[config.mk]
export PLATFORM = sky130hd
export DESIGN_NAME = tqg_ram
export DESIGN_NICKNAME = d
export VERILOG_FILES = /design/src/design/tile_quad_generator_core_assert.svh /design/src/design/tqg_ram.sv
export SDC_FILE = /design/constraint.sdc
export NUM_CORES = 2
export LEC_CHECK = 0
export CORE_ASPECT_RATIO = 1.4
export CORE_MARGIN = 2
export CORE_UTILIZATION = 45
export CTS_BUF_LIST = sky130_fd_sc_hd__clkbuf_16
export DETAILED_ROUTE_END_ITERATION = 6
export DONT_BUFFER_PORTS = 1
export PLACE_DENSITY = 0.59
export REMOVE_ABC_BUFFERS = 1
export SETUP_SLACK_MARGIN = 0.05
export SYNTH_ARGS = -nofsm -noshare
export SYNTH_HDL_FRONTEND = slang
export SYNTH_SLANG_ARGS = --single-unit
[constraint.sdc]
create_clock -name i_clk -period 5.45 [get_ports i_clk]
set_input_delay 1.09 -clock i_clk [delete_from_list [all_inputs] [get_ports i_clk]]
set_output_delay 1.09 -clock i_clk [all_outputs]
set_load 0.01 [all_outputs]
[src/design/tile_quad_generator_core_assert.svh]
// ----------------------------------------------------------------------------
// Assertion macros for the tile quad generator
// Concurrent checks sampled on the rising clock edge, held off during reset.
// ----------------------------------------------------------------------------
`ifndef TILE_QUAD_GENERATOR_CORE_ASSERT_SVH
`define TILE_QUAD_GENERATOR_CORE_ASSERT_SVH

// same-cycle implication
`define TQG_ASSERT_IMP(label, clk, rst_n, ante, cons, msg) \
    label: assert property (@(posedge clk) disable iff (!rst_n) (ante) |-> (cons)) \
        else $error(msg);

// next-cycle implication
`define TQG_ASSERT_NXT(label, clk, rst_n, ante, cons, msg) \
    label: assert property (@(posedge clk) disable iff (!rst_n) (ante) |=> (cons)) \
        else $error(msg);

`endif

[src/design/tqg_ram.sv]
// ----------------------------------------------------------------------------
// Generic RAM
// One write port, one read port, registered read data.
// ----------------------------------------------------------------------------
module tqg_ram #(
    parameter int WIDTH = 8,
    parameter int DEPTH = 256
) (
    input  logic                     i_clk,
    input  logic                     i_we,
    input  logic [$clog2(DEPTH)-1:0] i_waddr,
    input  logic [WIDTH-1:0]         i_wdata,
    input  logic                     i_re,
    input  logic [$clog2(DEPTH)-1:0] i_raddr,
    output logic [WIDTH-1:0]         o_rdata
);

    logic [WIDTH-1:0] r_mem [DEPTH];
    logic [WIDTH-1:0] r_rdata;

    always_ff @(posedge i_clk) begin
        if (i_we) begin
            r_mem[i_waddr] <= i_wdata;
        end
        if (i_re) begin
            r_rdata <= r_mem[i_raddr];
        end
    end

    assign o_rdata = r_rdata;

endmodule

**After elaboration in Yosys (flattened, before gate mapping)**

Memories as Yosys holds them, arrays and structs flattened. A register that Yosys moved wholly into a read port is not among the register bits.
Index checks and enable logic that the tools add are counted.

- Mux-type cells: 2

Operator list:

| operator | number |
|---|---|
| 2-to-1 mux 1 bit | 2 |

- Flip-flop bits (word level): 0
- Bits in writable memories: 2048
- Memories kept: 1
- Bits of input ports: 27
- Word-level logic and storage cells: 3

Memories:

| memory | depth | bits a word | read ports | clocked after Yosys merged registers in | wr ports | RTL line | RTL |
|---|---|---|---|---|---|---|---|
| r_mem | 256 | 8 | 1 | 1 | 1 | tqg_ram.sv:18 | `logic [WIDTH-1:0] r_mem [DEPTH];` |

**Depth between registers and ports, before layout**

- Word-level depth: 2
- Mapped depth: 11
- Depth with buffers taken out: 6

**Worst setup path before layout**

No wires, ideal clock.

- Path type: in2reg
- From: input port i_raddr[0]
- To: register r_rdata[2] (netlist: o_rdata[2]), read port of r_mem, data pin
- Setup slack: 2284 ps
- Arrival time: 2897 ps
- Data required time: 5181 ps
- Cell stages on the path: 9
- Buffers on the path: 4
- Cells stage by stage: buf_6 buf_12 buf_8 buf_2 mux4_2 a22oi_1 a21oi_1 nor4_1 nor4_2

RTL lines:

| what | RTL line | RTL |
|---|---|---|
| from (decl) | tqg_ram.sv:14 | `input logic [$clog2(DEPTH)-1:0] i_raddr,` |
| to (decl) | tqg_ram.sv:19 | `logic [WIDTH-1:0] r_rdata;` |

==> metrics.txt <==
status finished, violations left; failing checks max-slew violations; Sequential Power Share 0.563; P per Cell Area 354 mW/mm^2; die width 360 um; clock share of power 0.400; first-pass GRT wire length 283 mm; crit start category input pin; Num CTS Buffers 183; DP Worst Slack 735 ps; io pins 35; Port Buffers 0; pin count of the biggest net entering global routing 447; GRT Util Overall 0.219; Site Rows 182; Netlist cell types 54; Synth area leaders edfxtp_1 78%, mux4_2 13%, mux2i_1 1.7%; unrepaired setup endpoints after global routing false; Mean Syn Cell Area 21.3 um^2; clk_skew 23.6 ps; number of synthesized register bits 2,056; Net Sw Frac 0.202; Max VDD drop 376 uV; Hold WS 389 ps; setup TNS 0 ps; Mapped Cells 3,733; Max Buffers Root-to-Sink 3; switching power 0.00627 W; post-CTS setup buffer count 0; Post-DP HPWL 115 mm; fin cells 6,231; final hold vios 0; setup ws final 698 ps; CTS tree yes; worst skew pair latency 820 ps; max-slew violation count 246; CP endpoint kind register; nets 3,815; final setup fails 0; Critical Path Fanout Max 446; vias in the first global route 38,500; layout cells sized above 1 0.209; Post-synth EDFFs 2,056; Root Driver clkbuf_16; commonest cells after routing, fill and taps aside 2,056 x edfxtp_1, 454 x mux4_2, 279 x nor2_1, 187 x clkbuf_16, 134 x mux2i_1; mean routed wirelength per cell 31.8 um; crit path time final 4750 ps; Min-Delay Path Class input pin to register; DR vias/cell 6.05; Critical Path RT 5970 ps; initial core utilization 0.453; Max Clk Rate 210 MHz; WP data arrival 5280 ps; Inst Count DP 5,903; hold bufs inserted after CTS 0; Yosys top cell by area edfxtp_1; gr ovfl total 0; post-route ant nets 0; clk sink count 2,056; ys async rst share 0; Internal 0.0248 W; Crit Path Class input pin to register; leakage power 26.7 nW; H-Tree Depth 4; register area share after synthesis 0.775; Mapped Area 0.0796 mm^2; Yosys warnings 0; Die H 502 um; Synth-to-Final Area Change 10.1%; die area 0.180 mm^2; routed wire length 198 mm; commonest non-fill, non-tap cell in the layout edfxtp_1; RePlAce Congestion 0.830; Worst slew margin -0.224; post-synth top area share 0.775; actual slew at the worst max-slew pin 1840 ps; Max-Cap Viols 0; Top FF cell, synth edfxtp_1; initial antenna violation count 3; Core Region 0.176 mm^2; DR vias 37,700; Starting DRT DRC Count 3,882; 1st-pass router iterations 5; DRC violations left 0; power share of the combinational group 0.037; # resized after CTS 0; CTS clock-pin slew for the worst setup and hold paths 60 ps; fin crit share 0.872
## sequential cells by signal (all words and copies together), names as in the netlist
register  count
o_rdata       8
r_mem      2048
## worst paths after layout
check             cells past startpoint  slack [ps]          to          start
setup / recovery                      7         700  o_rdata[5]     i_raddr[1]
setup reg to reg                      7        2360  o_rdata[3]   r_mem[83][3]
hold reg to reg                       6        1190  o_rdata[7]  r_mem[106][7]
hold / removal                        0         390  o_rdata[6]           i_re
## power groups by stage
| stage | Combinational [W] | Clock, W | Sequential (W) |
|---|---|---|---|
| 2_1_floorplan | 0.000612 | 0 | 0.0178 |
| 3_3_place_gp | 0.00114 | 0 | 0.0178 |
| 3_5_place_dp | 0.00113 | 0 | 0.0178 |
| 4_1_cts | 0.00114 | 0.0126 | 0.0175 |
| 5_1_grt | 0.00118 | 0.0132 | 0.0175 |
| 6_report | 0.00114 | 0.0124 | 0.0175 |
## final cells by class
| cell class | instances | area, um^2 |
|---|---|---|
| Timing Repair Buffer | 103 | 918 |
| Antenna cell | 2 | 5.00 |
| Inverter | 2 | 7.51 |
| Multi-Input combinational cell | 1442 | 16500 |
| Clock inverter | 139 | 957 |
| Sequential cell | 2056 | 61700 |
| Fill cell | 14100 | 88100 |
| Clock buffer | 187 | 4680 |
| Tap cell | 2300 | 2880 |
## synthesized netlist by cell type (28+ instances only)
cell      number
nand3_1       34
mux2i_1      134
mux4_2       454
nor2_1       282
a21oi_1       96
nor2b_1       31
a22oi_1      133
edfxtp_1    2056
o22ai_1       28
clkbuf_1     111
nand2_1       33
o221ai_1      46
buf_2         31
## worst max-delay path, stage by stage
cell	delay, ps
nand2_1	1140
buf_4	400
o221ai_1	390
a21oi_1	250
o32ai_1	100
nor3_1	890
nor4_1	150
## cell families (layout without fill, tap and decap cells)
kind of cell           Yosys count  in the layout  share of synthesized area
other                            0              2                          0
muxes                          591            591                      0.146
buffers and inverters          235            431                     0.0183
AOI/OAI and AO/OA              385            385                     0.0342
DFF                           2056           2056                      0.775
and+or+nand+nor                466            466                     0.0263
## per-stage QoR
stage	area (um^2)	utilization	total power [W]
2_1_floorplan	78200	-	0.0184
3_3_place_gp	82000	0.467	0.0189
3_5_place_dp	82000	0.467	0.0189
4_1_cts	87700	0.499	0.0312
5_1_grt	87700	0.499	0.0318
6_report	87700	0.499	0.0310
## metal layers
layer	track usage	wire length, um	vias up
met2	0.391	105000	1227
met3	0.0350	11000	302
li1	-	-	15800
met1	0.275	76000	20400
met5	0	33	-
met4	0.0705	6250	4
Power figures use the tool's default switching activity.
