`config.mk`:
```
export PLATFORM = sky130hd
export DESIGN_NAME = tqg_rem_unit
export DESIGN_NICKNAME = d
export VERILOG_FILES = /design/src/design/tqg_pkg.sv /design/src/design/tqg_rem_unit.sv
export VERILOG_INCLUDE_DIRS = /design/src /design/src/design
export SDC_FILE = /design/constraint.sdc
export NUM_CORES = 1
export LEC_CHECK = 0
export BUFFER_PORTS_ARGS = -buffer_cell sky130_fd_sc_hd__buf_4
export CORE_ASPECT_RATIO = 1.2
export CORE_MARGIN = 2
export CORE_UTILIZATION = 35
export CTS_BUF_LIST = sky130_fd_sc_hd__clkbuf_8
export CTS_CLUSTER_SIZE = 16
export DETAILED_ROUTE_END_ITERATION = 8
export GPL_ROUTABILITY_DRIVEN = 1
export REMOVE_ABC_BUFFERS = 1
export SLEW_MARGIN = 10
export SYNTH_ARGS = -nofsm -noshare
export SYNTH_HDL_FRONTEND = slang
export SYNTH_SLANG_ARGS = --single-unit
```
`constraint.sdc`:
```
create_clock -name i_clk -period 8.1 [get_ports i_clk]
set_input_delay 0.405 -clock i_clk [delete_from_list [all_inputs] [get_ports i_clk]]
set_output_delay 0.405 -clock i_clk [all_outputs]
set_load 0.1 [all_outputs]
```
`src/design/tile_quad_generator_core_assert.svh`:
```
// ----------------------------------------------------------------------------
// Assertion macros for the tile quad generator
// Concurrent checks sampled on the rising clock edge, held off during reset.
// ----------------------------------------------------------------------------
`ifndef TILE_QUAD_GENERATOR_CORE_ASSERT_SVH
`define TILE_QUAD_GENERATOR_CORE_ASSERT_SVH

// same-cycle implication
`define TQG_ASSERT_IMP(label, clk, rst_n, ante, cons, msg) \
    label: assert property (@(posedge clk) disable iff (!rst_n) (ante) |-> (cons)) \
        else $error(msg);

// next-cycle implication
`define TQG_ASSERT_NXT(label, clk, rst_n, ante, cons, msg) \
    label: assert property (@(posedge clk) disable iff (!rst_n) (ante) |=> (cons)) \
        else $error(msg);

`endif

```
`src/design/tqg_pkg.sv`:
```
// ----------------------------------------------------------------------------
// Tile quad generator package
// Shared constants, control structs and table functions.
// ----------------------------------------------------------------------------
package tqg_pkg;

    localparam int PRIORITY_ENTRIES  = 8192;
    localparam int PRIO_AW           = $clog2(PRIORITY_ENTRIES);
    localparam int AUTOTILE_COUNT    = 7;
    localparam int AT_IW             = (AUTOTILE_COUNT > 1) ? $clog2(AUTOTILE_COUNT) : 1;

    localparam int PATTERNS          = 48;   // patterns per autotile, also first autotile id
    localparam int FIRST_TILESET_ID  = 384;
    localparam int AT_SLOTS          = FIRST_TILESET_ID / PATTERNS;
    localparam int TILESET_COL_BITS  = 3;    // 8 tileset columns
    localparam int MAX_PRIORITY      = 5;
    localparam int FRAME_SHIFT       = 4;    // 16 ticks per frame
    localparam int CORNERS           = 4;

    localparam logic [8:0] TILE_SIZE_RESET = 9'd32;

    // input item kinds
    localparam logic [1:0] KIND_DRAW = 2'd0;
    localparam logic [1:0] KIND_TICK = 2'd1;
    localparam logic [1:0] KIND_PRIO = 2'd2;

    // configuration register indexes
    localparam logic [1:0] CFG_TILE_SIZE  = 2'd0;
    localparam logic [1:0] CFG_PRIO_COUNT = 2'd1;
    localparam logic [1:0] CFG_AT_FRAMES  = 2'd2;
    localparam logic [1:0] CFG_AT_KINDS   = 2'd3;

    // autotile kinds
    localparam logic [1:0] AT_ABSENT = 2'd0;
    localparam logic [1:0] AT_SINGLE = 2'd1;
    localparam logic [1:0] AT_FULL   = 2'd2;

    // remainder unit sizes
    localparam int DIV_NW = 33;
    localparam int DIV_DW = 32;
    localparam int DIV_CW = $clog2(DIV_NW + 1);

    typedef struct packed {
        logic        busy;
        logic        done;
    } t_div_stat;

    typedef struct packed {
        logic [2:0]  sel;
        logic [5:0]  pat;
    } t_at_split;

    typedef struct packed {
        logic        full;
        logic [8:0]  layer;
        logic [2:0]  sel;
        logic [5:0]  pat;
        logic [8:0]  ts;
        logic [15:0] sx_base;
        logic [17:0] sy_base;
        logic [15:0] dx;
        logic [15:0] dy;
    } t_tile_ctx;

    // corner sources, one byte per corner: high nibble x, low nibble y, in half tiles
    localparam logic [31:0] CORNER_SRC [PATTERNS] = '{
        32'h24342535, 32'h40342535, 32'h24502535, 32'h40502535,
        32'h24342551, 32'h40342551, 32'h24502551, 32'h40502551,
        32'h24344135, 32'h40344135, 32'h24504135, 32'h40504135,
        32'h24344151, 32'h40344151, 32'h24504151, 32'h40504151,
        32'h04140515, 32'h04500515, 32'h04140551, 32'h04500551,
        32'h22322333, 32'h22322351, 32'h22324133, 32'h22324151,
        32'h44544555, 32'h44544155, 32'h40544555, 32'h40544155,
        32'h26362737, 32'h40362737, 32'h26502737, 32'h40502737,
        32'h04540555, 32'h22322737, 32'h02120313, 32'h02120351,
        32'h42524353, 32'h42524153, 32'h46564757, 32'h40564757,
        32'h06160717, 32'h06500717, 32'h02520353, 32'h02120717,
        32'h06560757, 32'h42524757, 32'h02520757, 32'h00100111
    };

    function automatic logic [7:0] corner_of(input logic [5:0] pat, input logic [1:0] q);
        logic [31:0] row;
        row = (32'(pat) < PATTERNS) ? CORNER_SRC[pat] : 32'd0;
        return 8'(row >> (8 * (CORNERS - 1 - int'(q))));
    endfunction

    // frame count of autotile n, zero read as one
    function automatic logic [3:0] frames_of(input logic [27:0] frames, input logic [2:0] n);
        logic [3:0] f;
        f = 4'(frames >> (4 * int'(n)));
        if (n == 3'd7) begin
            f = 4'd0;
        end
        return (f == 4'd0) ? 4'd1 : f;
    endfunction

    function automatic logic [1:0] kind_of(input logic [13:0] kinds, input logic [2:0] n);
        logic [13:0] s;
        s = kinds >> (2 * int'(n));
        return s[1:0];
    endfunction

    // split an autotile id into slot (autotile number plus one) and pattern
    function automatic t_at_split autotile_split(input logic [8:0] uid);
        t_at_split  r;
        logic [8:0] base;
        r.sel = '0;
        base  = '0;
        for (int k = 1; k < AT_SLOTS; k++) begin
            if (uid >= 9'(PATTERNS * k)) begin
                r.sel = 3'(k);
                base  = 9'(PATTERNS * k);
            end
        end
        r.pat = 6'(uid - base);
        return r;
    endfunction

endpackage

```
`src/design/tqg_rem_unit.sv`:
```
// ----------------------------------------------------------------------------
// Remainder unit
// Restoring remainder, one dividend bit per cycle.
// ----------------------------------------------------------------------------
`include "tile_quad_generator_core_assert.svh"

module tqg_rem_unit import tqg_pkg::*; (
    input  logic              i_clk,
    input  logic              i_rst_n,
    input  logic              i_start,
    input  logic [DIV_NW-1:0] i_dividend,
    input  logic [DIV_DW-1:0] i_divisor,
    output t_div_stat         o_stat,
    output logic [DIV_DW-1:0] o_rem
);

    logic [DIV_NW-1:0] r_num;
    logic [DIV_DW-1:0] r_rem;
    logic [DIV_DW-1:0] r_div;
    logic [DIV_CW-1:0] r_cnt;
    logic              r_busy;
    logic              r_done;
    logic [DIV_DW:0]   trial;
    logic [DIV_DW:0]   diff;
    logic [DIV_DW-1:0] n_rem;

    always_comb begin
        trial = {r_rem, r_num[DIV_NW-1]};
        diff  = trial - {1'b0, r_div};
        n_rem = (trial >= {1'b0, r_div}) ? diff[DIV_DW-1:0] : trial[DIV_DW-1:0];
    end

    always_ff @(posedge i_clk) begin
        if (!i_rst_n) begin
            r_busy <= 1'b0;
            r_done <= 1'b0;
            r_cnt  <= '0;
        end else begin
            r_done <= 1'b0;
            if (i_start) begin
                r_busy <= 1'b1;
                r_cnt  <= DIV_CW'(DIV_NW);
            end else if (r_busy) begin
                r_cnt <= r_cnt - 1'b1;
                if (r_cnt == DIV_CW'(1)) begin
                    r_busy <= 1'b0;
                    r_done <= 1'b1;
                end
            end
        end
    end

    always_ff @(posedge i_clk) begin
        if (i_start) begin
            r_num <= i_dividend;
            r_rem <= '0;
            r_div <= i_divisor;
        end else if (r_busy) begin
            r_num <= r_num << 1;
            r_rem <= n_rem;
        end
    end

    assign o_stat.busy = r_busy;
    assign o_stat.done = r_done;
    assign o_rem       = r_rem;

    `TQG_ASSERT_IMP(a_rem_below_div, i_clk, i_rst_n, r_done, r_rem < r_div,
        "remainder not below divisor")

endmodule

```
# After elaboration in Yosys (flattened, before gate mapping)
# Cells that the tools add are included.
# word_totals
reg_bits	105
# classes
addsub	2
magnitude_cmp	1
n_eq_ne	1
mux	9
bitwise_logic	2
n_reduce_logical	3
# ops
op	count
2-to-1 mux 33 bit	2
>= comparator 33 x 32 -> 1 bit	1
2-to-1 mux 32 bit	1
subtractor 32 bit	1
2-to-1 mux 6 bit	2
== test 6 x 1 -> 1 bit, second input constant	1
subtractor 6 x 1 -> 6 bit, second input constant	1
2-to-1 mux 1 bit	4
OR reduction 3 bit	1
NOT 1 bit	2
nonzero test 2 bit	1
OR reduction 2 bit	1

# Longest topological paths before layout
# depth
ltp_word	4
mapped_depth	13
ltp_nobuf	12

# Worst setup path after synthesis
# Ideal clock, no wire load.
# synth_timing
kind	reg-to-reg
startpoint	reg r_rem[25] (netlist: o_rem[25])
endpoint	reg r_rem[10] (netlist: o_rem[10])
arrival_time_ns	3.192
t_required_ns	8.011
path_slack_ns	4.819
stages_incl_launch_ff	12
n_path_buf	2
synth_period_minus_slack_ns	3.281
cell_sequence	dfxtp_1 > ha_1 > a21o_1 > a21o_1 > a21oi_2 > o21ai_2 > a2111oi_4 > or2_1 > buf_6 > buf_6 > nand2_1 > a311oi_2
# synth_via
elab_chain_cells	2
# synth_lines
element	line_no	text
start: declaration	tqg_rem_unit.sv:18	logic [DIV_DW-1:0] r_rem;
start signal: assignment	tqg_rem_unit.sv:60	r_rem <= n_rem;
>= comparator 33 x 32 -> 1 bit	tqg_rem_unit.sv:30	n_rem = (trial >= {1'b0, r_div}) ? diff[DIV_DW-1:0] : trial[DIV_DW-1:0];
2-to-1 mux 32 bit	tqg_rem_unit.sv:30	
# No other way between the ends.
# A chain may end at the register's enable or synchronous reset.

# Worst setup path in the final report
# layout_timing
startpoint	reg r_rem[23] (netlist: o_rem[23])
endpoint	reg r_rem[13] (netlist: o_rem[13])
# Same word-level chain as after synthesis.

==> reports/results.ini <==
[run_status]
status = completed

[global_route]
grt-ovfl-total = 0
grt_max_degree = 59
grt_pass1_vias = 4822
grt_pass1_wl_mm = 23.8
grt_antenna_before_repair = 0
grt.total_usage_pct = 15.9

[worst_setup_path]
slowest_delay_ps = 530
timing.rr.end = o_rem[13]
rr_startpoint = o_rem[23]
reg2reg_depth = 10
crit_slowest_cell = or2_1
worstPathArrival_ps = 3660
r2r_slack_ps = 4750
crit_fanout = 18
critPathCaptureType = register
cp_cell_sequence = ha_1, a21o_1, o21bai_1, a2111oi_0, o211ai_1, nor3_4, or2_1, buf_4, nand2_1, a311oi_2
startpoint_type = register
timing_worst_setup_path_type = register to register
worstPathRequired_ps = 8410

[hold_path]
hold_depth = 1
holdCritStartpoint = i_divisor[5]
hp-class = input port to register
min_to = r_div[5]

[layout]
nFillCells = 1710
stdcell_count = 918
diodes = 0
synthToLayoutAreaGrowth_pct = 17.6
multi_input_area_sq_um = 3100
register_area_sq_um = 2750
final_layout_size_suffix_gt1_share_pct = 26.4
final_area_sq_um = 7290
nets = 796

[clock_tree]
insertion_delay_ps = 390
clkSlewWorstSetupHoldPaths_ps = 110
cts_root_buf = clkbuf_8
cts_hold_buf = 0
htree_levels = 3
post_cts_resized = 0
cts.sinks = 105
cts_buffers = 9
clk_path_buf_depth = 2
cts_tree = built
cts_setup_buffers = 0

[sta]
rsz0062_at_grt = no
skew_ps = 10.9
slew_headroom_pct = 45.5
tightest_slew_ps = 810
fin_crit_sh_pct = 41.4
fmax_ghz = 0.298
setup_violations = 0
hold_violations = 0
drv_slew = 0
fin_setup_tns_ps = 0
layout_min_cycle_time_ps = 3350

[routing]
dr.pass1.iters = 4
via_per_inst = 5.21
drc = 0
wl_mm = 14.8
ant_nets = 0
vias = 4785
drt_iter0_markers = 262
avgRoutedWirePerCell_um = 16.1

[synth]
synth_cell_type_count = 64
netlist_area_sq_um = 6200
synth.avg_cell_area_sq_um = 10.1
seq_area_frac_synth_pct = 44.4
synth_ff_type = edfxtp_1
asyncSetResetFlopFracSynth_pct = 0
synth_cells = 611
synth_top_area_share_pct = 31.5
ys_ff_latch = 105
synth_largest_area_cell = edfxtp_1
ys_top_cells_by_area = edfxtp_1, dfxtp_1, ha_1
synth_edf_count = 65
yosys_warnings = 0

[place]
place_congestion = 0.863
placed_cells = 902
place_area_sq_um = 7080
hpwl_mm = 10.9
portBuffers = 101

[floorplan]
core_sq_um = 17400
initial_utilization_pct = 35.5
die_x_um = 125
die_y_um = 150
num_rows = 53
fp.dieArea_sq_um = 18800
ioPinCount = 102

[flow_run]
cap_violations = 0

[power_and_ir_drop]
p_leak_nw = 2.99
peakVddDrop_mv = 0.101
p_per_area_nw_per_um2 = 188
power_mw = 1.37

cell usage in the layout (no fill, tap or decap), drive strengths merged, types with 4 or more instances in the layout:
cell type / n
buf: 104
nand2: 66
edfxtp: 65
nor2: 52
inv: 45
dfxtp: 40
a21oi: 38
ha: 34
mux2: 32
o21ai: 21
xnor2: 20
a21o: 19
a311oi: 17
nand4: 12
xor2: 12
clkbuf: 11
nor3: 10
nand2b: 9
nand3: 8
a211oi: 8
o21a: 7
o211ai: 6
and2: 4
nor4: 4
o21bai: 4
a31oi: 4
clkinv: 4
cell usage after synthesis (2+ instances only):
cell and number:
or3_1 2, nor3_1 9, ha_1 34, a31oi_1 4
inv_1 44, xnor2_1 20, o31ai_1 3, buf_6 3
dfxtp_1 40, and3_1 3, edfxtp_1 65, nor4_1 4
a211oi_1 5, clkbuf_1 18, nor2_1 51, a21oi_1 37
a211o_1 3, o211a_1 2, o21ai_0 19, a311oi_2 17
o21bai_1 4, xor2_1 12, nand2_1 65, buf_4 2
nand2b_1 9, mux2_2 32, a211oi_2 3, o22ai_1 3
o211ai_1 5, nor2b_1 3, a21o_1 19, o21a_1 7
nand4_1 12, o2111ai_1 2, and2_1 4, buf_2 6
nand3_1 8, buf_1 2, mux2i_1 2, a22oi_1 3
a32oi_1 2
sequential cells by signal, indices dropped and copies added, names as in the netlist:
name / cells
o_rem: 32
r_busy: 1
r_cnt: 6
r_div: 32
r_done: 1
r_num: 33
cells by family after synthesis:
kind of cell | after synthesis | share of synthesized area [%]
AND/OR/NAND/NOR | 178 | 13.3
AO/OA/AOI/OAI | 149 | 18.9
flip-flops | 105 | 44.4
buffers and inverters | 78 | 5.61
adder cells (fa/ha/maj) | 35 | 7.18
multiplexers | 34 | 6.14
XOR/XNOR | 32 | 4.52
report_power, final:
part / leakage (nW) / switching [mW] / total [mW] / internal, mW
clock: 0.110 / 0.195 / 0.357 / 0.162
combinational: 1.91 / 0.236 / 0.373 / 0.137
sequential: 0.974 / 0.0227 / 0.639 / 0.616
metal layers:
metal | vias up | share of wire, % | global-route usage, %
li1 | 2369 | - | -
met1 | 2276 | 43 | 18.7
met2 | 122 | 50 | 28.0
met3 | 18 | 5.8 | 3.97
met4 | 0 | 1.7 | 6.22
met5 | - | 0 | 0
worst max path at each step:
stage,start,endpoint,slack (ps),cells after the start
global placement,o_rem[23],o_rem[0],4840,10
detailed placement,r_div[24],o_rem[6],4720,11
CTS,o_rem[23],o_rem[13],4690,10
global route,r_div[15],o_rem[23],4440,11
finish,o_rem[23],o_rem[13],4750,10
floorplan,r_busy,r_cnt[5],4200,5
critical path: cells and delay by family (launching register included):
kind            cells  cell delay [ps]
compound gates      5             1190
fa+ha+maj           1              400
buf+inv             1              360
flops               1              370
simple gates        3              950
per-stage QoR:
stage / util (%) / hold WS [ps] / worst slack (ps)
6_report: 41.8 / 178 / 4750
5_1_grt: 41.8 / 152 / 4440
4_1_cts: 41.8 / 147 / 4690
3_5_place_dp: 40.6 / 503 / 4720
3_3_place_gp: 40.6 / 480 / 4840
2_1_floorplan: - / 464 / 4200
layout make-up:
cell class	instances	area share, %
Clock buffer	11	2.08
Multi-Input combinational cell	428	42.5
Sequential cell	105	37.8
Inverter	45	2.32
Timing Repair Buffer	104	10.7
Tap cell	220	3.77
Clock inverter	5	0.858
Note: power is estimated with default switching activity, not from simulation.
