==> src/design/tile_quad_generator_core_assert.svh <==
// ----------------------------------------------------------------------------
// Assertion macros for the tile quad generator
// Concurrent checks sampled on the rising clock edge, held off during reset.
// ----------------------------------------------------------------------------
`ifndef TILE_QUAD_GENERATOR_CORE_ASSERT_SVH
`define TILE_QUAD_GENERATOR_CORE_ASSERT_SVH

// same-cycle implication
`define TQG_ASSERT_IMP(label, clk, rst_n, ante, cons, msg) \
    label: assert property (@(posedge clk) disable iff (!rst_n) (ante) |-> (cons)) \
        else $error(msg);

// next-cycle implication
`define TQG_ASSERT_NXT(label, clk, rst_n, ante, cons, msg) \
    label: assert property (@(posedge clk) disable iff (!rst_n) (ante) |=> (cons)) \
        else $error(msg);

`endif

==> src/design/tqg_pkg.sv <==
// ----------------------------------------------------------------------------
// Tile quad generator package
// Shared constants, control structs and table functions.
// ----------------------------------------------------------------------------
package tqg_pkg;

    localparam int PRIORITY_ENTRIES  = 8192;
    localparam int PRIO_AW           = $clog2(PRIORITY_ENTRIES);
    localparam int AUTOTILE_COUNT    = 7;
    localparam int AT_IW             = (AUTOTILE_COUNT > 1) ? $clog2(AUTOTILE_COUNT) : 1;

    localparam int PATTERNS          = 48;   // patterns per autotile, also first autotile id
    localparam int FIRST_TILESET_ID  = 384;
    localparam int AT_SLOTS          = FIRST_TILESET_ID / PATTERNS;
    localparam int TILESET_COL_BITS  = 3;    // 8 tileset columns
    localparam int MAX_PRIORITY      = 5;
    localparam int FRAME_SHIFT       = 4;    // 16 ticks per frame
    localparam int CORNERS           = 4;

    localparam logic [8:0] TILE_SIZE_RESET = 9'd32;

    // input item kinds
    localparam logic [1:0] KIND_DRAW = 2'd0;
    localparam logic [1:0] KIND_TICK = 2'd1;
    localparam logic [1:0] KIND_PRIO = 2'd2;

    // configuration register indexes
    localparam logic [1:0] CFG_TILE_SIZE  = 2'd0;
    localparam logic [1:0] CFG_PRIO_COUNT = 2'd1;
    localparam logic [1:0] CFG_AT_FRAMES  = 2'd2;
    localparam logic [1:0] CFG_AT_KINDS   = 2'd3;

    // autotile kinds
    localparam logic [1:0] AT_ABSENT = 2'd0;
    localparam logic [1:0] AT_SINGLE = 2'd1;
    localparam logic [1:0] AT_FULL   = 2'd2;

    // remainder unit sizes
    localparam int DIV_NW = 33;
    localparam int DIV_DW = 32;
    localparam int DIV_CW = $clog2(DIV_NW + 1);

    typedef struct packed {
        logic        busy;
        logic        done;
    } t_div_stat;

    typedef struct packed {
        logic [2:0]  sel;
        logic [5:0]  pat;
    } t_at_split;

    typedef struct packed {
        logic        full;
        logic [8:0]  layer;
        logic [2:0]  sel;
        logic [5:0]  pat;
        logic [8:0]  ts;
        logic [15:0] sx_base;
        logic [17:0] sy_base;
        logic [15:0] dx;
        logic [15:0] dy;
    } t_tile_ctx;

    // corner sources, one byte per corner: high nibble x, low nibble y, in half tiles
    localparam logic [31:0] CORNER_SRC [PATTERNS] = '{
        32'h24342535, 32'h40342535, 32'h24502535, 32'h40502535,
        32'h24342551, 32'h40342551, 32'h24502551, 32'h40502551,
        32'h24344135, 32'h40344135, 32'h24504135, 32'h40504135,
        32'h24344151, 32'h40344151, 32'h24504151, 32'h40504151,
        32'h04140515, 32'h04500515, 32'h04140551, 32'h04500551,
        32'h22322333, 32'h22322351, 32'h22324133, 32'h22324151,
        32'h44544555, 32'h44544155, 32'h40544555, 32'h40544155,
        32'h26362737, 32'h40362737, 32'h26502737, 32'h40502737,
        32'h04540555, 32'h22322737, 32'h02120313, 32'h02120351,
        32'h42524353, 32'h42524153, 32'h46564757, 32'h40564757,
        32'h06160717, 32'h06500717, 32'h02520353, 32'h02120717,
        32'h06560757, 32'h42524757, 32'h02520757, 32'h00100111
    };

    function automatic logic [7:0] corner_of(input logic [5:0] pat, input logic [1:0] q);
        logic [31:0] row;
        row = (32'(pat) < PATTERNS) ? CORNER_SRC[pat] : 32'd0;
        return 8'(row >> (8 * (CORNERS - 1 - int'(q))));
    endfunction

    // frame count of autotile n, zero read as one
    function automatic logic [3:0] frames_of(input logic [27:0] frames, input logic [2:0] n);
        logic [3:0] f;
        f = 4'(frames >> (4 * int'(n)));
        if (n == 3'd7) begin
            f = 4'd0;
        end
        return (f == 4'd0) ? 4'd1 : f;
    endfunction

    function automatic logic [1:0] kind_of(input logic [13:0] kinds, input logic [2:0] n);
        logic [13:0] s;
        s = kinds >> (2 * int'(n));
        return s[1:0];
    endfunction

    // split an autotile id into slot (autotile number plus one) and pattern
    function automatic t_at_split autotile_split(input logic [8:0] uid);
        t_at_split  r;
        logic [8:0] base;
        r.sel = '0;
        base  = '0;
        for (int k = 1; k < AT_SLOTS; k++) begin
            if (uid >= 9'(PATTERNS * k)) begin
                r.sel = 3'(k);
                base  = 9'(PATTERNS * k);
            end
        end
        r.pat = 6'(uid - base);
        return r;
    endfunction

endpackage

==> src/design/tqg_quad_out.sv <==
// ----------------------------------------------------------------------------
// Quad output stage
// Builds one quad from the tile context and holds it in the output register.
// ----------------------------------------------------------------------------
module tqg_quad_out import tqg_pkg::*; (
    input  logic        i_clk,
    input  logic        i_rst_n,
    input  logic        i_load,
    input  logic [1:0]  i_quad,
    input  t_tile_ctx   i_ctx,
    output logic        o_free,
    output logic        o_valid,
    input  logic        i_ready,
    output logic [8:0]  o_layer,
    output logic [2:0]  o_texture_select,
    output logic [15:0] o_src_x,
    output logic [17:0] o_src_y,
    output logic [8:0]  o_quad_size,
    output logic [15:0] o_dst_x,
    output logic [15:0] o_dst_y,
    output logic        o_last
);

    logic        r_valid;
    logic [8:0]  r_layer;
    logic [2:0]  r_sel;
    logic [15:0] r_src_x;
    logic [17:0] r_src_y;
    logic [8:0]  r_size;
    logic [15:0] r_dst_x;
    logic [15:0] r_dst_y;
    logic        r_last;

    logic [7:0]  half;
    logic [7:0]  corner;
    logic [11:0] off_x;
    logic [11:0] off_y;
    logic [15:0] n_src_x;
    logic [17:0] n_src_y;
    logic [8:0]  n_size;
    logic [15:0] n_dst_x;
    logic [15:0] n_dst_y;
    logic        n_last;

    always_comb begin
        half   = i_ctx.ts[8:1];
        corner = corner_of(i_ctx.pat, i_quad);
        off_x  = 12'(corner[7:4]) * 12'(half);
        off_y  = 12'(corner[3:0]) * 12'(half);
        if (i_ctx.full) begin
            n_src_x = i_ctx.sx_base + 16'(off_x);
            n_src_y = 18'(off_y);
            n_size  = {1'b0, half};
            n_dst_x = i_ctx.dx + (i_quad[0] ? 16'(half) : 16'd0);
            n_dst_y = i_ctx.dy + (i_quad[1] ? 16'(half) : 16'd0);
            n_last  = (i_quad == 2'(CORNERS - 1));
        end else begin
            n_src_x = i_ctx.sx_base;
            n_src_y = i_ctx.sy_base;
            n_size  = i_ctx.ts;
            n_dst_x = i_ctx.dx;
            n_dst_y = i_ctx.dy;
            n_last  = 1'b1;
        end
    end

    always_ff @(posedge i_clk) begin
        if (!i_rst_n) begin
            r_valid <= 1'b0;
        end else if (i_load) begin
            r_valid <= 1'b1;
        end else if (i_ready) begin
            r_valid <= 1'b0;
        end
    end

    always_ff @(posedge i_clk) begin
        if (i_load) begin
            r_layer <= i_ctx.layer;
            r_sel   <= i_ctx.sel;
            r_src_x <= n_src_x;
            r_src_y <= n_src_y;
            r_size  <= n_size;
            r_dst_x <= n_dst_x;
            r_dst_y <= n_dst_y;
            r_last  <= n_last;
        end
    end

    assign o_free           = !r_valid || i_ready;
    assign o_valid          = r_valid;
    assign o_layer          = r_layer;
    assign o_texture_select = r_sel;
    assign o_src_x          = r_src_x;
    assign o_src_y          = r_src_y;
    assign o_quad_size      = r_size;
    assign o_dst_x          = r_dst_x;
    assign o_dst_y          = r_dst_y;
    assign o_last           = r_last;

endmodule

==> config.mk <==
export PLATFORM = sky130hd
export DESIGN_NAME = tqg_quad_out
export DESIGN_NICKNAME = d
export VERILOG_FILES = /design/src/design/tile_quad_generator_core_assert.svh /design/src/design/tqg_pkg.sv /design/src/design/tqg_quad_out.sv
export SDC_FILE = /design/constraint.sdc
export NUM_CORES = 1
export LEC_CHECK = 0
export BUFFER_PORTS_ARGS = -buffer_cell sky130_fd_sc_hd__buf_4
export CORE_ASPECT_RATIO = 1.25
export CORE_MARGIN = 10
export CORE_UTILIZATION = 50
export CTS_CLUSTER_SIZE = 8
export DETAILED_ROUTE_END_ITERATION = 8
export GPL_TIMING_DRIVEN = 0
export MAX_ROUTING_LAYER = met4
export PLACE_DENSITY = 0.78
export SLEW_MARGIN = 25
export SYNTH_ARGS = -nofsm -noshare
export SYNTH_HDL_FRONTEND = slang
export SYNTH_SLANG_ARGS = --single-unit
==> constraint.sdc <==
create_clock -name i_clk -period 7 [get_ports i_clk]
set_input_delay 0.7 -clock i_clk [delete_from_list [all_inputs] [get_ports i_clk]]
set_output_delay 0.7 -clock i_clk [all_outputs]
set_load 0.01 [all_outputs]
# Word level (Yosys, flattened, before mapping)
# Memories as Yosys holds them, arrays and structs flattened.
# Index checks and enable logic that the tools add are counted.
totals:
  elab_cells: 38
  romBits: 2048
  input_bits: 100
  output_inout_bits: 90
  n_memories: 1
  regBits: 89
memory_table:
  columns: ["name", "words", "width", "read_ports", "rd_ports_with_merged_regs", "write_ports", "line", "text"]
  rows:
  - ["(name not given)", 64, 32, 1, 0, 0, "tqg_pkg.sv:83", "row = (32'(pat) < PATTERNS) ? CORNER_SRC[pat] : 32'd0;"]
classes:
  eq_ne: 1
  muxes: 12
  multipliers: 2
  order_cmp: 2
  n_addsub: 4
  n_bitwise: 1
  n_reduce_logical: 3
  shifts: 1
op_table:
  columns: ["operator", "count"]
  rows:
  - ["$mux 32", 3]
  - ["$mux 16", 3]
  - ["$add 16x8->16", 2]
  - ["$shr 32x32->8", 1]
  - ["$mul 4x8->12", 2]
  - ["$mux 8", 3]
  - ["$add 16x12->16", 1]
  - ["$mux 12", 1]
  - ["$ge 7x7->1 const B", 1]
  - ["$not 6->7", 1]
  - ["$lt 6x6->1 const B", 1]
  - ["$sub 2x2->3 const A", 1]
  - ["$eq 2x2->1 const B", 1]
  - ["$mux 1", 2]
  - ["$reduce_bool 2->1", 1]
  - ["$logic_not 1->1", 1]
  - ["$logic_or 1x1->1", 1]

# Longest topological paths before layout
logic_depth:
  word_depth: 9
  depth_mapped: 21
  depth_no_buf: 20

# Worst setup path after synthesis
# Ideal clock, no wire load.
synth_path:
  path_type: "in2reg"
  start: "input i_ctx[76] (netlist name)"
  end: "register r_src_x[14] (netlist: o_src_x[14]) (data pin)"
  arrival_time_ns: 5.075
  cell_stages: 20
  n_path_buf: 1
  t_required_ns: 6.743
  path_slack_ns: 1.668
  setup_ns: 0.257
  cell_sequence: "clkbuf_1 inv_1 ha_1 o21ai_0 a211oi_1 a21o_1 a311oi_2 nor2_1 ha_1 inv_1 fa_1 fa_1 inv_1 ha_1 o21a_1 and2_1 a31oi_1 a21boi_1 o311a_1 xor2_1"
synth_between:
  elab_chain_len: 9
synth_lines:
  columns: ["element", "line", "text"]
  rows:
  - ["start: declaration", "tqg_quad_out.sv:10", "input t_tile_ctx i_ctx,"]
  - ["$not 6->7 (implied by the code)", "tqg_pkg.sv:83", null]
  - ["$mem_v2 64x32", null, null]
  - ["$mux 32 (implied by the code) (2 in a row)", "tqg_pkg.sv:83", null]
  - ["$mux 32 *", "tqg_pkg.sv:83", null]
  - ["$shr 32x32->8 *", "tqg_pkg.sv:84", "return 8'(row >> (8 * (CORNERS - 1 - int'(q))));"]
  - ["$mul 4x8->12 *", "tqg_quad_out.sv:48", "off_x = 12'(corner[7:4]) * 12'(half);"]
  - ["$add 16x12->16 *", "tqg_quad_out.sv:51", "n_src_x = i_ctx.sx_base + 16'(off_x);"]
  - ["$mux 16 *", "tqg_quad_out.sv:50", "if (i_ctx.full) begin"]
  - ["via n_src_x[14]", "tqg_quad_out.sv:38", "logic [15:0] n_src_x;"]
  - ["end signal: assignment", "tqg_quad_out.sv:81", "r_src_x <= n_src_x;"]
  - ["end: declaration", "tqg_quad_out.sv:27", "logic [15:0] r_src_x;"]
# The timed path passes the listed nets; every way through them passes the cells marked *. The select of a mux whose other input is x is not followed.
# A chain may end at the register's enable or synchronous reset.

# Final worst setup path
# Ends and elaborated chain as after synthesis.

==> results.cfg <==
[hold_path]
hold_path.startpoint = i_ctx[82]
hold_path_depth = 1
hold_end = o_texture_select[1]
hold_class = input pin to register

[synthesis]
synth_flop_cell = edfxtp_1
ys_seq_area_share_pct = 36.6
synth_area_sq_um = 7280
syn_nets = 936
yosysWarnings = 0
ys_types = 71
syn_area_per_cell_sq_um = 9.81
synthArstFlopShare_pct = 0
synth-edff-count = 88
synth_top_cell_by_area = edfxtp_1
synth_seq_cells = 89
syn_inst = 742
synth.top_cell.area_share_pct = 36.3
synthTopCellsByArea = edfxtp_1 36%, ha_1 12%, fa_1 6.0%, inv_1 4.4%, mux2_2 3.6%

[route]
routedWlPerCell_microns = 19.2
viasPerCell = 5.56
routed_wl_microns = 21600
drc = 0
firstDrtPassIters = 5
via_count = 6244
postRouteAntennaNets = 0
drt_first_iter_violations = 553

[cts]
clockBufferDepth = 2
clkTransAtPathRegs_ns = 0.07
cts.repair.resized = 0
cts_setup_buffers = 0
clkSinkCount = 89
numCtsBuffers = 9
postCtsHoldBufs = 0
clk_latency_ns = 0.35
cts-root-buf = clkbuf_16
htreeDepth = 3
cts_tree = yes

[sta]
finalSetupTns_ns = 0
slew_viol_final = 0
fin_ws_ns = 1.04
setup_viol = 0
tightest_slew_ns = 0.737
max_freq_ghz = 0.168
finalCritPeriodShare_pct = 85.1
fin_skew_ns = 0
finalHoldViolCount = 0
period_needed_ns = 5.96
rsz0062_at_grt = no
slew_headroom_pct = 50.8

[finish]
seq_area_sq_um = 2660
drive_gt1_share_pct = 26.8
layout.filler_cells = 1193
multiInputGateArea_sq_um = 4150
area_growth_pct = 26.7
finish.net_count = 1135
design_area_sq_um = 9230
antenna_cells = 0

[run_status]
status = completed

[die]
die-area_sq_um = 19800
start_util_pct = 50.8
rows = 49
die_w_microns = 128
die_h_microns = 155
coreArea_sq_um = 14300
pin_count = 190

[place]
pre_cts_slack_ns = 0.717
gp_congestion = 0.922
io_buffer_count = 187
placed_area_sq_um = 8930
hpwlAfterDp_microns = 17000

[power]
ir_drop_mv = 0.117
leakage_nw = 4.30
powerDensity_nw_per_um2 = 194

[grt]
grt_pass1_wl_microns = 33600
grt_max_degree = 47
grt_pass1_vias = 6225
grt_remaining_overflow = 0
antenna_found_initial = 0
track_usage_pct = 21.7

[setup_path]
critPathCaptureType = register
ff2ff_setup_slack_ns = 6.37
cp.required_ns = 7.10
worst_r2r_path_depth = 2
reg2reg_from = o_valid
path_class = input pin to register
startpoint_type = input pin
cp_data_arrival_time_ns = 6.06
r2r-end = o_valid
path_max_fanout = 8

[job]
cap_viol_max_count = 0
[kinds of logic (layout without fill, tap and decap cells)]
kind of cell               count (synthesis)  count (layout)  synth area share [%]
and+or+nand+nor                          225             225                  15.7
buffers and inverters                    116             320                  6.46
xor gates and xnor gates                  37              37                  4.45
adders and majority gates                 94              94                  18.4
AOI/OAI and AO/OA                        154             154                  14.2
DFF                                       89              89                  36.6
muxes                                     27              27                  4.18
[critical path, stage by stage]
cell and delay (ns):
buf_4 0.12, clkbuf_1 0.28, inv_1 0.25, ha_1 0.39, o21ai_0 0.28, a211oi_1 0.13, a21o_1 0.18, a311oi_2 0.56
nor2_1 0.09, ha_1 0.29, inv_1 0.05, fa_1 0.50, fa_1 0.51, inv_1 0.04, ha_1 0.36, o21a_1 0.23
and2_1 0.18, a31oi_1 0.26, a21boi_1 0.17, o311a_1 0.34, xor2_1 0.16
[stage by stage]
step           std cells  hold WS [ns]  power, mW  utilization [%]
2_1_floorplan        742         0.596       1.06                -
3_3_place_gp        1107         0.495       1.29             62.1
3_5_place_dp        1108         0.522       1.30             62.2
4_1_cts             1124         0.511       1.80             64.3
5_1_grt             1124         0.520       1.89             64.3
6_report            1124         0.520       1.79             64.3
[power by group]
part	internal [mW]	total, mW	switching [mW]
Clock	0.252	0.498	0.246
Combinational	0.289	0.617	0.327
Sequential	0.659	0.677	0.0175
[layout make-up]
class,instances,share of cell area [%]
Clock buffer,9,2.44
Multi-Input combinational cell,537,45.0
Sequential cell,89,28.9
Buffer,30,1.60
Clock inverter,7,0.787
Tap cell,178,2.41
Timing Repair Buffer,188,15.4
Inverter,86,3.50
[cell usage in the layout (no fill, tap or decap), types with 4 or more instances in the layout]
| master | n |
|---|---|
| a211o_1 | 4 |
| a211oi_1 | 9 |
| a21o_1 | 13 |
| a21oi_1 | 30 |
| a221oi_1 | 4 |
| a31oi_1 | 9 |
| and2_1 | 19 |
| and3_1 | 12 |
| buf_2 | 8 |
| buf_4 | 189 |
| clkbuf_1 | 17 |
| clkbuf_16 | 9 |
| edfxtp_1 | 88 |
| fa_1 | 22 |
| ha_1 | 72 |
| inv_1 | 86 |
| mux2_2 | 23 |
| nand2_1 | 47 |
| nand2b_1 | 5 |
| nand3_1 | 17 |
| nand4_1 | 5 |
| nor2_1 | 66 |
| nor2b_1 | 14 |
| nor3_1 | 12 |
| nor3b_1 | 7 |
| o211ai_1 | 4 |
| o21a_1 | 8 |
| o21ai_0 | 37 |
| o21ai_1 | 4 |
| xnor2_1 | 24 |
| xor2_1 | 13 |
[routing by layer]
layer	track usage, %	vias up	share of wire [%]	wire, microns
met2	37.3	246	51	11100
met3	3.71	41	7.5	1620
met1	24.9	2927	39	8380
met5	-	-	0	0
li1	-	3030	-	-
met4	8.00	0	2.6	565
[registers in the layout, indices dropped and copies added, names as in the netlist]
signal / count
o_dst_x: 16
o_quad_size: 9
o_valid: 1
o_last: 1
o_src_x: 16
o_layer: 9
o_texture_select: 3
o_dst_y: 16
o_src_y: 18
[worst max-delay path by stage]
stage | start | to | slack, ns | depth (start not counted)
floorplan | i_ctx[76] | o_src_x[14] | 1.67 | 20
global placement | i_ctx[76] | o_src_x[14] | 0.81 | 21
detailed placement | i_ctx[76] | o_src_x[15] | 0.72 | 21
CTS | i_ctx[76] | o_src_x[15] | 1.09 | 21
global route | i_ctx[76] | o_src_x[15] | 0.67 | 21
finish | i_ctx[76] | o_src_x[14] | 1.04 | 21
[synth_stat cells, drive strengths merged, types with 3 or more instances]
cell type and count:
a211o 4, buf 12, a21boi 4, nand2b 5, a211oi 10, nor2 66, nand2 47, nor2b 15
nor3 12, xnor2 24, a221oi 4, or4b 3, o31ai 4, ha 72, mux2 24, a2111oi 3
o211ai 4, and3 12, edfxtp 88, a21oi 32, nand4 5, xor2 13, o21a 8, o21ai 41
and2 19, nand3 17, clkbuf 18, nor3b 7, mux2i 3, a21o 13, a31oi 9, inv 86
or3 3, fa 22
No activity file was read; power rests on OpenSTA's default activity.
